`config.mk`:
```
export PLATFORM = sky130hd
export DESIGN_NAME = whole_word_replace_stream_core
export DESIGN_NICKNAME = d
export VERILOG_FILES = /design/src/hw/rtl/wwr_pkg.sv /design/src/hw/rtl/whole_word_replace_stream_core.sv /design/src/hw/rtl/wwr_cfg.sv /design/src/hw/rtl/wwr_dp.sv /design/src/hw/rtl/wwr_ctrl.sv
export SDC_FILE = /design/constraint.sdc
export NUM_CORES = 1
export LEC_CHECK = 0
export BUFFER_PORTS_ARGS = -buffer_cell sky130_fd_sc_hd__clkbuf_2
export CORE_AREA = 2 2 152 154
export CTS_CLUSTER_DIAMETER = 50
export DETAILED_ROUTE_END_ITERATION = 6
export DIE_AREA = 0 0 154 156
export PLACE_DENSITY = 0.72
export SLEW_MARGIN = 40
export SYNTH_ARGS = -nofsm -noshare
export SYNTH_HDL_FRONTEND = slang
export SYNTH_SLANG_ARGS = --single-unit
```
`constraint.sdc`:
```
create_clock -name clk -period 8.6 [get_ports clk]
set_input_delay 2.15 -clock clk [delete_from_list [all_inputs] [get_ports clk]]
set_output_delay 2.15 -clock clk [all_outputs]
set_load 0.02 [all_outputs]
```
`src/hw/rtl/wwr_pkg.sv`:
```
// ----------------------------------------------------------------------------
// wwr_pkg
// Shared types, constants and helpers of the whole-word replace stream core.
// ----------------------------------------------------------------------------
package wwr_pkg;

  // Longest word the pattern and the replacement can hold, in bytes
  localparam int unsigned MAX_WORD = 8;
  localparam int unsigned LEN_W    = 4;
  localparam int unsigned WORD_W   = 8 * MAX_WORD;

  // Word separator
  localparam logic [7:0] SEP_CHAR = 8'd32;

  // Configuration register indexes (register i sits at byte address 8*i)
  localparam logic [1:0] REG_PATTERN_BYTES      = 2'd0;
  localparam logic [1:0] REG_PATTERN_LENGTH     = 2'd1;
  localparam logic [1:0] REG_REPLACEMENT_BYTES  = 2'd2;
  localparam logic [1:0] REG_REPLACEMENT_LENGTH = 2'd3;

  // Configuration as seen by the datapath
  typedef struct packed {
    logic [WORD_W-1:0] pattern_bytes;
    logic [LEN_W-1:0]  pattern_length;
    logic [WORD_W-1:0] replacement_bytes;
    logic [LEN_W-1:0]  replacement_length;
  } cfg_t;

  // Controller to datapath
  typedef struct packed {
    logic accept;     // capture the incoming byte and plan its output
    logic emit_word;  // move the next word byte into the output register
    logic emit_byte;  // move the trailing byte into the output register
  } cmd_t;

  // Datapath to controller
  typedef struct packed {
    logic slot_free;  // output register can take a byte this cycle
    logic plan_word;  // the incoming byte releases a word
    logic plan_byte;  // the incoming byte releases a trailing byte
    logic held_byte;  // the captured request still owes a trailing byte
    logic cnt_one;    // one word byte left to send
  } sts_t;

  // Clamp a length register to 1..MAX_WORD
  function automatic logic [LEN_W-1:0] eff_len(input logic [LEN_W-1:0] v);
    logic [LEN_W-1:0] r;
    if (v == '0) begin
      r = LEN_W'(1);
    end else if (v > LEN_W'(MAX_WORD)) begin
      r = LEN_W'(MAX_WORD);
    end else begin
      r = v;
    end
    return r;
  endfunction

endpackage

```
`src/hw/rtl/whole_word_replace_stream_core.sv`:
```
// After a request is accepted, its first result byte enters the output register as soon
// as that register is free; later bytes follow one per cycle while out_tready allows.
// A new request is taken only after the previous one has sent all its result bytes (0 to 9)
// to the single output register, fed one byte per free cycle by the shifter.
// Reset (rst_n low, synchronous): match state and handshakes clear, registers return
// to pattern 0 / length 1 and replacement 0 / length 1.
// ----------------------------------------------------------------------------
// whole_word_replace_stream_core
// Byte-stream whole-word find and replace with APB configuration.
// ----------------------------------------------------------------------------
module whole_word_replace_stream_core
  import wwr_pkg::*;
(
  input  logic        clk,
  input  logic        rst_n,
  // Input stream
  input  logic        in_tvalid,
  output logic        in_tready,
  input  logic [7:0]  in_tdata,   // [7:0] in_char
  input  logic        in_tlast,
  // Result stream
  output logic        out_tvalid,
  input  logic        out_tready,
  output logic [7:0]  out_tdata,  // [7:0] out_char
  output logic        out_tlast,
  // Configuration
  input  logic        cfg_psel,
  input  logic        cfg_penable,
  input  logic        cfg_pwrite,
  input  logic [4:0]  cfg_paddr,
  input  logic [63:0] cfg_pwdata,
  output logic [63:0] cfg_prdata,
  output logic        cfg_pready
);

  cfg_t cfg;
  cmd_t cmd;
  sts_t sts;

  wwr_cfg u_cfg (
    .clk         (clk),
    .rst_n       (rst_n),
    .cfg_psel    (cfg_psel),
    .cfg_penable (cfg_penable),
    .cfg_pwrite  (cfg_pwrite),
    .cfg_paddr   (cfg_paddr),
    .cfg_pwdata  (cfg_pwdata),
    .cfg_prdata  (cfg_prdata),
    .cfg_pready  (cfg_pready),
    .cfg         (cfg)
  );

  wwr_ctrl u_ctrl (
    .clk      (clk),
    .rst_n    (rst_n),
    .in_valid (in_tvalid),
    .in_ready (in_tready),
    .sts      (sts),
    .cmd      (cmd)
  );

  wwr_dp u_dp (
    .clk       (clk),
    .rst_n     (rst_n),
    .cfg       (cfg),
    .cmd       (cmd),
    .sts       (sts),
    .in_char   (in_tdata),
    .in_last   (in_tlast),
    .out_valid (out_tvalid),
    .out_ready (out_tready),
    .out_char  (out_tdata),
    .out_last  (out_tlast)
  );

endmodule

```
`src/hw/rtl/wwr_cfg.sv`:
```
// ----------------------------------------------------------------------------
// wwr_cfg
// APB register file holding the pattern and replacement words and lengths.
// ----------------------------------------------------------------------------
module wwr_cfg
  import wwr_pkg::*;
(
  input  logic        clk,
  input  logic        rst_n,
  input  logic        cfg_psel,
  input  logic        cfg_penable,
  input  logic        cfg_pwrite,
  input  logic [4:0]  cfg_paddr,
  input  logic [63:0] cfg_pwdata,
  output logic [63:0] cfg_prdata,
  output logic        cfg_pready,
  output cfg_t        cfg
);

  logic [WORD_W-1:0] pattern_r;
  logic [LEN_W-1:0]  plen_r;
  logic [WORD_W-1:0] repl_r;
  logic [LEN_W-1:0]  rlen_r;
  logic              wr_en;
  logic [1:0]        reg_idx;

  assign cfg_pready = 1'b1;
  assign wr_en      = cfg_psel && cfg_penable && cfg_pwrite && cfg_pready;
  assign reg_idx    = cfg_paddr[4:3];

  // Write the addressed register at the access cycle
  always_ff @(posedge clk) begin
    if (!rst_n) begin
      pattern_r <= '0;
      plen_r    <= LEN_W'(1);
      repl_r    <= '0;
      rlen_r    <= LEN_W'(1);
    end else if (wr_en) begin
      case (reg_idx)
        REG_PATTERN_BYTES:      pattern_r <= cfg_pwdata;
        REG_PATTERN_LENGTH:     plen_r    <= cfg_pwdata[LEN_W-1:0];
        REG_REPLACEMENT_BYTES:  repl_r    <= cfg_pwdata;
        REG_REPLACEMENT_LENGTH: rlen_r    <= cfg_pwdata[LEN_W-1:0];
        default: ;
      endcase
    end
  end

  // Read back the addressed register
  always_comb begin
    case (reg_idx)
      REG_PATTERN_BYTES:      cfg_prdata = pattern_r;
      REG_PATTERN_LENGTH:     cfg_prdata = {60'd0, plen_r};
      REG_REPLACEMENT_BYTES:  cfg_prdata = repl_r;
      REG_REPLACEMENT_LENGTH: cfg_prdata = {60'd0, rlen_r};
      default:                cfg_prdata = '0;
    endcase
  end

  assign cfg.pattern_bytes      = pattern_r;
  assign cfg.pattern_length     = plen_r;
  assign cfg.replacement_bytes  = repl_r;
  assign cfg.replacement_length = rlen_r;

endmodule

```
`src/hw/rtl/wwr_dp.sv`:
```
// ----------------------------------------------------------------------------
// wwr_dp
// Datapath: match state, output plan, word shifter and output register.
// ----------------------------------------------------------------------------
module wwr_dp
  import wwr_pkg::*;
(
  input  logic       clk,
  input  logic       rst_n,
  input  cfg_t       cfg,
  input  cmd_t       cmd,
  output sts_t       sts,
  input  logic [7:0] in_char,
  input  logic       in_last,
  output logic       out_valid,
  input  logic       out_ready,
  output logic [7:0] out_char,
  output logic       out_last
);

  logic [LEN_W-1:0]  mc_r, mc_nxt;
  logic              mm_r, mm_nxt;
  logic [WORD_W-1:0] word_r;
  logic [LEN_W-1:0]  cnt_r;
  logic [7:0]        byte_r;
  logic              has_byte_r;
  logic              last_r;
  logic              oval_r;
  logic [7:0]        ochar_r;
  logic              olast_r;

  logic [LEN_W-1:0]  plen, rlen, mc_inc;
  logic [7:0]        pat_byte;
  logic              is_sep, hit;
  logic [WORD_W-1:0] plan_word;
  logic [LEN_W-1:0]  plan_len;
  logic              plan_byte;

  assign plen     = eff_len(cfg.pattern_length);
  assign rlen     = eff_len(cfg.replacement_length);
  assign mc_inc   = mc_r + LEN_W'(1);
  assign pat_byte = cfg.pattern_bytes[{mc_r[2:0], 3'b000} +: 8];
  assign is_sep   = (in_char == SEP_CHAR);
  assign hit      = !mm_r && (mc_r < plen) && (in_char == pat_byte);

  // Plan the output of one request: an optional word, then an optional byte
  always_comb begin
    plan_word = cfg.pattern_bytes;
    plan_len  = '0;
    plan_byte = 1'b0;
    mc_nxt    = mc_r;
    mm_nxt    = mm_r;
    if (is_sep) begin
      plan_byte = 1'b1;
      if (!mm_r) begin
        if (mc_r == plen) begin
          plan_word = cfg.replacement_bytes;
          plan_len  = rlen;
        end else begin
          plan_len  = mc_r;
        end
      end
      mc_nxt = '0;
      mm_nxt = 1'b0;
    end else if (mm_r) begin
      plan_byte = 1'b1;
    end else if (hit) begin
      mc_nxt = mc_inc;
      if (in_last) begin
        if (mc_inc == plen) begin
          plan_word = cfg.replacement_bytes;
          plan_len  = rlen;
        end else begin
          plan_len  = mc_inc;
        end
      end
    end else begin
      plan_len  = mc_r;
      plan_byte = 1'b1;
      mm_nxt    = 1'b1;
    end
    if (in_last) begin
      mc_nxt = '0;
      mm_nxt = 1'b0;
    end
  end

  // Hold match state across requests
  always_ff @(posedge clk) begin
    if (!rst_n) begin
      mc_r <= '0;
      mm_r <= 1'b0;
    end else if (cmd.accept) begin
      mc_r <= mc_nxt;
      mm_r <= mm_nxt;
    end
  end

  // Capture the plan, then shift the word out one byte at a time
  always_ff @(posedge clk) begin
    if (cmd.accept) begin
      word_r     <= plan_word;
      cnt_r      <= plan_len;
      byte_r     <= in_char;
      has_byte_r <= plan_byte;
      last_r     <= in_last;
    end else if (cmd.emit_word) begin
      word_r <= {8'd0, word_r[WORD_W-1:8]};
      cnt_r  <= cnt_r - LEN_W'(1);
    end
  end

  // Output register: load on emit, drop on take
  always_ff @(posedge clk) begin
    if (!rst_n) begin
      oval_r <= 1'b0;
    end else if (cmd.emit_word || cmd.emit_byte) begin
      oval_r <= 1'b1;
    end else if (out_ready) begin
      oval_r <= 1'b0;
    end
  end

  always_ff @(posedge clk) begin
    if (cmd.emit_word) begin
      ochar_r <= word_r[7:0];
      olast_r <= last_r && (cnt_r == LEN_W'(1)) && !has_byte_r;
    end else if (cmd.emit_byte) begin
      ochar_r <= byte_r;
      olast_r <= last_r;
    end
  end

  assign out_valid = oval_r;
  assign out_char  = ochar_r;
  assign out_last  = olast_r;

  assign sts.slot_free = !oval_r || out_ready;
  assign sts.plan_word = (plan_len != '0);
  assign sts.plan_byte = plan_byte;
  assign sts.held_byte = has_byte_r;
  assign sts.cnt_one   = (cnt_r == LEN_W'(1));

endmodule

```
`src/hw/rtl/wwr_ctrl.sv`:
```
// ----------------------------------------------------------------------------
// wwr_ctrl
// Controller: takes a request, then sequences its word and trailing byte.
// ----------------------------------------------------------------------------
module wwr_ctrl
  import wwr_pkg::*;
(
  input  logic clk,
  input  logic rst_n,
  input  logic in_valid,
  output logic in_ready,
  input  sts_t sts,
  output cmd_t cmd
);

  localparam logic [1:0] S_IDLE = 2'd0;
  localparam logic [1:0] S_WORD = 2'd1;
  localparam logic [1:0] S_BYTE = 2'd2;

  logic [1:0] state_r, state_nxt;

  assign in_ready      = (state_r == S_IDLE);
  assign cmd.accept    = in_valid && in_ready;
  assign cmd.emit_word = (state_r == S_WORD) && sts.slot_free;
  assign cmd.emit_byte = (state_r == S_BYTE) && sts.slot_free;

  // Advance through word bytes, then the trailing byte
  always_comb begin
    state_nxt = state_r;
    case (state_r)
      S_IDLE: begin
        if (cmd.accept) begin
          if (sts.plan_word) begin
            state_nxt = S_WORD;
          end else if (sts.plan_byte) begin
            state_nxt = S_BYTE;
          end
        end
      end
      S_WORD: begin
        if (cmd.emit_word && sts.cnt_one) begin
          state_nxt = sts.held_byte ? S_BYTE : S_IDLE;
        end
      end
      S_BYTE: begin
        if (cmd.emit_byte) begin
          state_nxt = S_IDLE;
        end
      end
      default: state_nxt = S_IDLE;
    endcase
  end

  always_ff @(posedge clk) begin
    if (!rst_n) begin
      state_r <= S_IDLE;
    end else begin
      state_r <= state_nxt;
    end
  end

endmodule

```
==> impl_metrics.tcl, run 1 <==
set metrics [dict create \
    core_area_um2 22400 \
    hold_ws_ns 0.470 \
    synthTopCellsByArea "dfxtp_1 (25%), edfxtp_1 (23%), nand2_1 (8.9%)" \
    synth_area_um2 11400 \
    syn2layout_area_growth_pct 15.0 \
    initial_utilization 0.511 \
    clkLatencyLatePin_ns 0.53 \
    power_switching_w 0.000603 \
    multi_input_area_um2 5480 \
    seq_area_um2 5500 \
    dp_hpwl_um 21600 \
    syn_inst 1312 \
    cp.depth 5 \
    max_stage_delay_ns 0.59 \
    clock_skew_ns 0.0172 \
    slew_headroom 0.425 \
    gr-usage-met1 0.373 \
    rsz0062_at_grt "false" \
    cp_data_required_time_ns 6.45 \
    r2r_setup_slack_ns 4.62 \
    grt_max_degree 79 \
    async_flop_share 0 \
    syn_avg_cell_area_um2 8.71 \
    clock.fmax_ghz 0.163 \
    drtIter0Drc 1037 \
    cts.sinks 231 \
    fin_crit_sh 0.713 \
    grt_pass1_vias 9575 \
    crit_path_end_kind "output port" \
    tns_ns 0 \
    vias 10200 \
    io_pins 161 \
    ant_nets 0 \
    tightest_slew_ns 0.863 \
    final_cell_mix "nand2_1 (270), clkbuf_2 (155), a21oi_1 (150)" \
    cts_tree "built" \
    dr.pass1.iters 7 \
    cts_buffer_depth 3 \
    path_buf_inv 3 \
    fillers 1953 \
    die-area_um2 24000 \
    antenna_found_initial 1 \
    synth_top_area_frac 0.252 \
    fp.dieH_um 156 \
    path_cells "buf_4 -> buf_4 -> mux2i_1 -> nor2_1 -> clkbuf_2" \
    drt-total-wl_um 33900 \
    slew_viol_final 0 \
    p_clk_frac 0.436 \
    critPathSlowestCell "buf_4" \
    swShare 0.239 \
    worstSetupStartpointType "primary input" \
    finalCriticalPeriod_ns 6.13 \
    routed_via_density 6.00 \
    final_common_cell "nand2_1" \
    p_int_w 0.00192 \
    layout-drive-gt1-share 0.173 \
    clk_pin_slew_ns 0.06 \
    setup_viol 0 \
    syn_nets 1404 \
    crit_family "buffers and inverters" \
    max_cap_viol_count 0 \
    outcome "finished clean" \
    p_leak_nw 4.77 \
    cts_made_buffers 26 \
    ys_ff_latch 231 \
    crit_arrival_ns 3.98 \
    r2r-end "u_dp.word_r[41]" \
    yosys.area.top_type "dfxtp_1" \
    rows 55 \
    grtUsageMet2 0.451 \
    final_core_util 0.588 \
    seq_power_share 0.480 \
    gp_routability_congestion 0.894 \
    postCtsSetupRepairBufs 0 \
    synth_cell_type_count 53 \
    seq_area_frac_synth 0.481 \
    top_usage_layer "met2" \
    path_max_fanout 42 \
    endpoint "cfg_prdata[10]" \
    final_hold_viol_count 0 \
    fin_nets 1495 \
    drc 0 \
    clockRootBuffer "clkbuf_16" \
    grtUsageMet3 0.0428 \
    synth_edf_count 87 \
    ys.flop_type "dfxtp_1" \
    wire_per_inst_um 19.9 \
    gr-total-overflow 0 \
    r2r-start "u_dp.mc_r[1]" \
    hold_class "flop to flop" \
    track_usage 0.276 \
    startpoint "cfg_paddr[4]" \
    die_w_um 154 \
    crit_top_cell "buf_4" \
    finalPower_w 0.00253 \
    crit_type "primary input to output port" \
    rr_worst_depth 10 \
    cts_resized 0 \
    h-tree-depth 1 \
    yosys_warnings 0 \
    grt_pass1_wl_um 52600 \
    cts-hold-fix-buffers 0 \
    powerDensity_nw_per_um2 192 \
    p_comb_frac 0.085 \
    vdd_drop_max_mv 0.133 \
    portBuffers 156 \
    diodes 0 \
]
## worst min path at each step
stage                                 from               end  slack, ns  cells past startpoint
after floorplan            u_cfg.repl_r[0]   u_cfg.repl_r[0]       0.45                      2
after global placement     u_cfg.repl_r[9]   u_cfg.repl_r[9]       0.46                      2
after detailed placement  u_cfg.repl_r[39]  u_cfg.repl_r[39]       0.46                      2
after CTS                 u_cfg.repl_r[39]  u_cfg.repl_r[39]       0.47                      2
after global routing      u_cfg.repl_r[25]  u_cfg.repl_r[25]       0.49                      2
final                     u_cfg.repl_r[37]  u_cfg.repl_r[37]       0.47                      2
## cell type report
type | instances | area share
clock inverter | 7 | 0.00695
inverter | 9 | 0.00295
sequential | 231 | 0.418
timing repair buffer | 171 | 0.0700
clock buffer | 40 | 0.0577
multi-input combinational | 964 | 0.417
tap | 285 | 0.0271
## power groups by stage
stage / Clock [W] / Combinational (W) / Sequential [W]
5_1_grt: 0.00116 / 0.000231 / 0.00122
2_1_floorplan: 0 / 0.000132 / 0.00123
6_report: 0.00110 / 0.000214 / 0.00121
3_5_place_dp: 0 / 0.000210 / 0.00123
3_3_place_gp: 0 / 0.000206 / 0.00123
4_1_cts: 0.00111 / 0.000211 / 0.00121
## layer usage
| layer | vias to the layer above | routed length [um] |
|---|---|---|
| met4 | 0 | 1110 |
| met1 | 4816 | 13900 |
| met5 | - | 0 |
| li1 | 4782 | - |
| met3 | 88 | 3130 |
| met2 | 551 | 15800 |
## kinds of logic (layout without fill, tap and decap cells)
group | count (synthesis) | count (layout) | synth area share
xor+xnor | 16 | 16 | 0.0123
buf+inv | 117 | 227 | 0.0434
mux | 118 | 118 | 0.121
other cells | 1 | 1 | 0.000328
simple gates | 523 | 523 | 0.190
flops | 231 | 231 | 0.481
fa+ha+maj | 7 | 7 | 0.00767
compound gates | 299 | 299 | 0.144
## worst reg2reg max path, stage by stage, from the launching register on
cell and delay, ns:
dfxtp_1 0.50, buf_4 0.39, mux4_2 0.57, mux2i_1 0.24, xor2_1 0.21, nand2_1 0.13
nor3_4 0.38, a41o_2 0.30, buf_4 0.57, nand3_1 0.26, a31oi_1 0.26
## synth_stat cells (all sizes together), types with 15 or more instances
| master | count |
|---|---|
| a21oi | 150 |
| a31oi | 59 |
| buf | 18 |
| clkbuf | 90 |
| dfxtp | 144 |
| edfxtp | 87 |
| mux2i | 95 |
| mux4 | 15 |
| nand2 | 270 |
| nand3 | 71 |
| nor2 | 144 |
| o21ai | 70 |
## flip-flops by register name (all words and copies together), names as in the netlist
signal,flops
u_cfg.pattern_r,64
u_cfg.repl_r,64
u_dp.word_r,64
u_dp.byte_r,8
u_dp.out_char,8
u_cfg.plen_r,4
u_cfg.rlen_r,4
u_dp.cnt_r,4
u_dp.mc_r,4
u_ctrl.state_r,2
u_dp.has_byte_r,1
u_dp.last_r,1
u_dp.mm_r,1
u_dp.out_last,1
u_dp.out_valid,1
## through the flow
stage / instance area (um2) / instances / setup slack, ns
after global routing: 13100 / 1707 / 2.39
after detailed placement: 12300 / 1659 / 2.49
after floorplan: 11400 / 1312 / 1.02
after global placement: 12300 / 1659 / 2.51
final: 13100 / 1707 / 2.47
after CTS: 13100 / 1706 / 2.48
Note: power is estimated with default switching activity, not from simulation.
==> inputs of run 2 (changes only) <==
--- a/config.mk
+++ b/config.mk
@@ -10,7 +10,7 @@
 export CTS_CLUSTER_DIAMETER = 50
 export DETAILED_ROUTE_END_ITERATION = 6
 export DIE_AREA = 0 0 154 156
-export PLACE_DENSITY = 0.72
+export PLACE_DENSITY = 0.75
 export SLEW_MARGIN = 40
 export SYNTH_ARGS = -nofsm -noshare
 export SYNTH_HDL_FRONTEND = slang
==> constraint.sdc (replaced) <==
create_clock -name clk -period 5.3 [get_ports clk]
set_input_delay 1.325 -clock clk [delete_from_list [all_inputs] [get_ports clk]]
set_output_delay 1.325 -clock clk [all_outputs]
set_load 0.02 [all_outputs]
==> impl_metrics.tcl, run 2 (synthesis gave the netlist of run 1 again) <==
set metrics [dict create \
    crit_type "flop to flop" \
    tightest_slew_ns 0.818 \
    hold_class "flop to flop" \
    routed_via_density 6.01 \
    slew_headroom 0.454 \
    rows 55 \
    ant_nets 0 \
    cts_resized 0 \
    fin_nets 1501 \
    holdPathStages 2 \
    setup_viol 0 \
    worstSetupStartpointType "flop" \
    hold_end "u_cfg.repl_r[50]" \
    cts.sinks 231 \
    crit_arrival_ns 4.49 \
    clock.fmax_ghz 0.241 \
    p_leak_nw 4.78 \
    tns_ns 0 \
    fin_area_um2 13200 \
    postCtsSetupRepairBufs 0 \
    max_cap_viol_count 0 \
    dp_hpwl_um 22500 \
    syn2layout_area_growth_pct 15.3 \
    die_w_um 154 \
    cp_data_required_time_ns 5.64 \
    cts_made_buffers 25 \
    clockRootBuffer "clkbuf_16" \
    vdd_drop_max_mv 0.203 \
    gp_routability_congestion 0.938 \
    finalCriticalPeriod_ns 4.15 \
    powerDensity_nw_per_um2 305 \
    path_buf_inv 2 \
    grt_max_degree 83 \
    gr-total-overflow 0 \
    final_hold_viol_count 0 \
    die-area_um2 24000 \
    crit_family "compound AO/OA/AOI/OAI gates" \
    clock_skew_ns 0.0138 \
    r2r-end "u_dp.word_r[5]" \
    clk_pin_slew_ns 0.06 \
    crit_path_end_kind "flop" \
    antenna_found_initial 1 \
    final_cell_mix "nand2_1 (270), clkbuf_2 (154), a21oi_1 (150)" \
    core_area_um2 22400 \
    placed_cell_area_um2 12400 \
    top_regs "u_cfg.pattern_r x64, u_cfg.repl_r x64, u_dp.word_r x64" \
    initial_utilization 0.511 \
    dr.pass1.iters 6 \
    drtIter0Drc 1181 \
    path_cells "buf_4 -> mux2i_1 -> mux4_2 -> xor2_1 -> nand4_1 -> nor3_4 -> a41o_2 -> buf_4 -> nand3_1 -> a31oi_1" \
    drc 0 \
    slew_viol_final 0 \
    crit_top_cell "buf_4" \
    max_stage_delay_ns 0.72 \
    track_usage 0.277 \
    grt_pass1_vias 9646 \
    outcome "finished clean" \
    final_common_cell "nand2_1" \
    cts-hold-fix-buffers 0 \
    grt_pass1_wl_um 52800 \
    vias 10300 \
    cts_tree "built" \
    h-tree-depth 1 \
    drt-total-wl_um 34200 \
    critPathSlowestCell "a41o_2" \
    fp.dieH_um 156 \
    hp-start "u_cfg.repl_r[50]" \
    layout-drive-gt1-share 0.174 \
    r2r_setup_slack_ns 1.15 \
    portBuffers 156 \
    path_max_fanout 31 \
    cts_buffer_depth 3 \
    rr_worst_depth 10 \
    rsz0062_at_grt "false" \
    wire_per_inst_um 20.0 \
    io_pins 161 \
    fin_crit_sh 0.782 \
    clkLatencyLatePin_ns 0.53 \
    r2r-start "u_dp.mc_r[0]" \
    hold_ws_ns 0.470 \
]
[run 2: worst max-delay path by stage]
stage,start,endpoint,slack [ns],cells after the start
CTS,cfg_paddr[4],cfg_prdata[12],1.06,5
global route,u_dp.mc_r[0],u_dp.word_r[16],0.95,10
finish,u_dp.mc_r[0],u_dp.word_r[5],1.15,10
global placement,cfg_paddr[4],cfg_prdata[54],1.09,5
detailed placement,cfg_paddr[4],cfg_prdata[12],1.08,5
floorplan,out_tready,u_dp.cnt_r[0],0.38,2
[run 2: stage by stage]
step	utilization	cells	setup WS, ns	total power [W]
6_report	0.589	1713	1.15	0.00401
5_1_grt	0.589	1713	0.952	0.00412
4_1_cts	0.588	1712	1.06	0.00401
3_5_place_dp	0.553	1667	1.08	0.00234
3_3_place_gp	0.551	1665	1.09	0.00234
2_1_floorplan	-	1312	0.377	0.00221
[run 2: layout make-up]
class | count | area, um2
Tap cell | 285 | 357
Fill cell | 1936 | 9200
Clock inverter | 9 | 68.8
Timing Repair Buffer | 178 | 1020
Inverter | 9 | 37.5
Multi-Input combinational cell | 964 | 5470
Sequential cell | 231 | 5500
Antenna cell | 1 | 2.50
Clock buffer | 36 | 718
[run 2: worst min-delay path: stages (launching register included)]
cell and delay (ns):
dfxtp_1 0.32, nand2_1 0.05, a21oi_1 0.05
[run 2: power by group]
group	leakage, nW	internal [W]	switching, W
Clock	0.387	0.000987	0.000712
Combinational	2.39	0.000109	0.000236
Sequential	2.01	0.00193	0.0000337
[run 2: layer usage]
metal  part of all wire  vias to the layer above  GRT usage  wire length [um]
met1               0.41                     4848      0.370             13900
li1                   -                     4811          -                 -
met3              0.097                       78     0.0464              3330
met5                  0                        -          0                 0
met2               0.47                      553      0.457             15900
met4              0.030                        0      0.103              1030
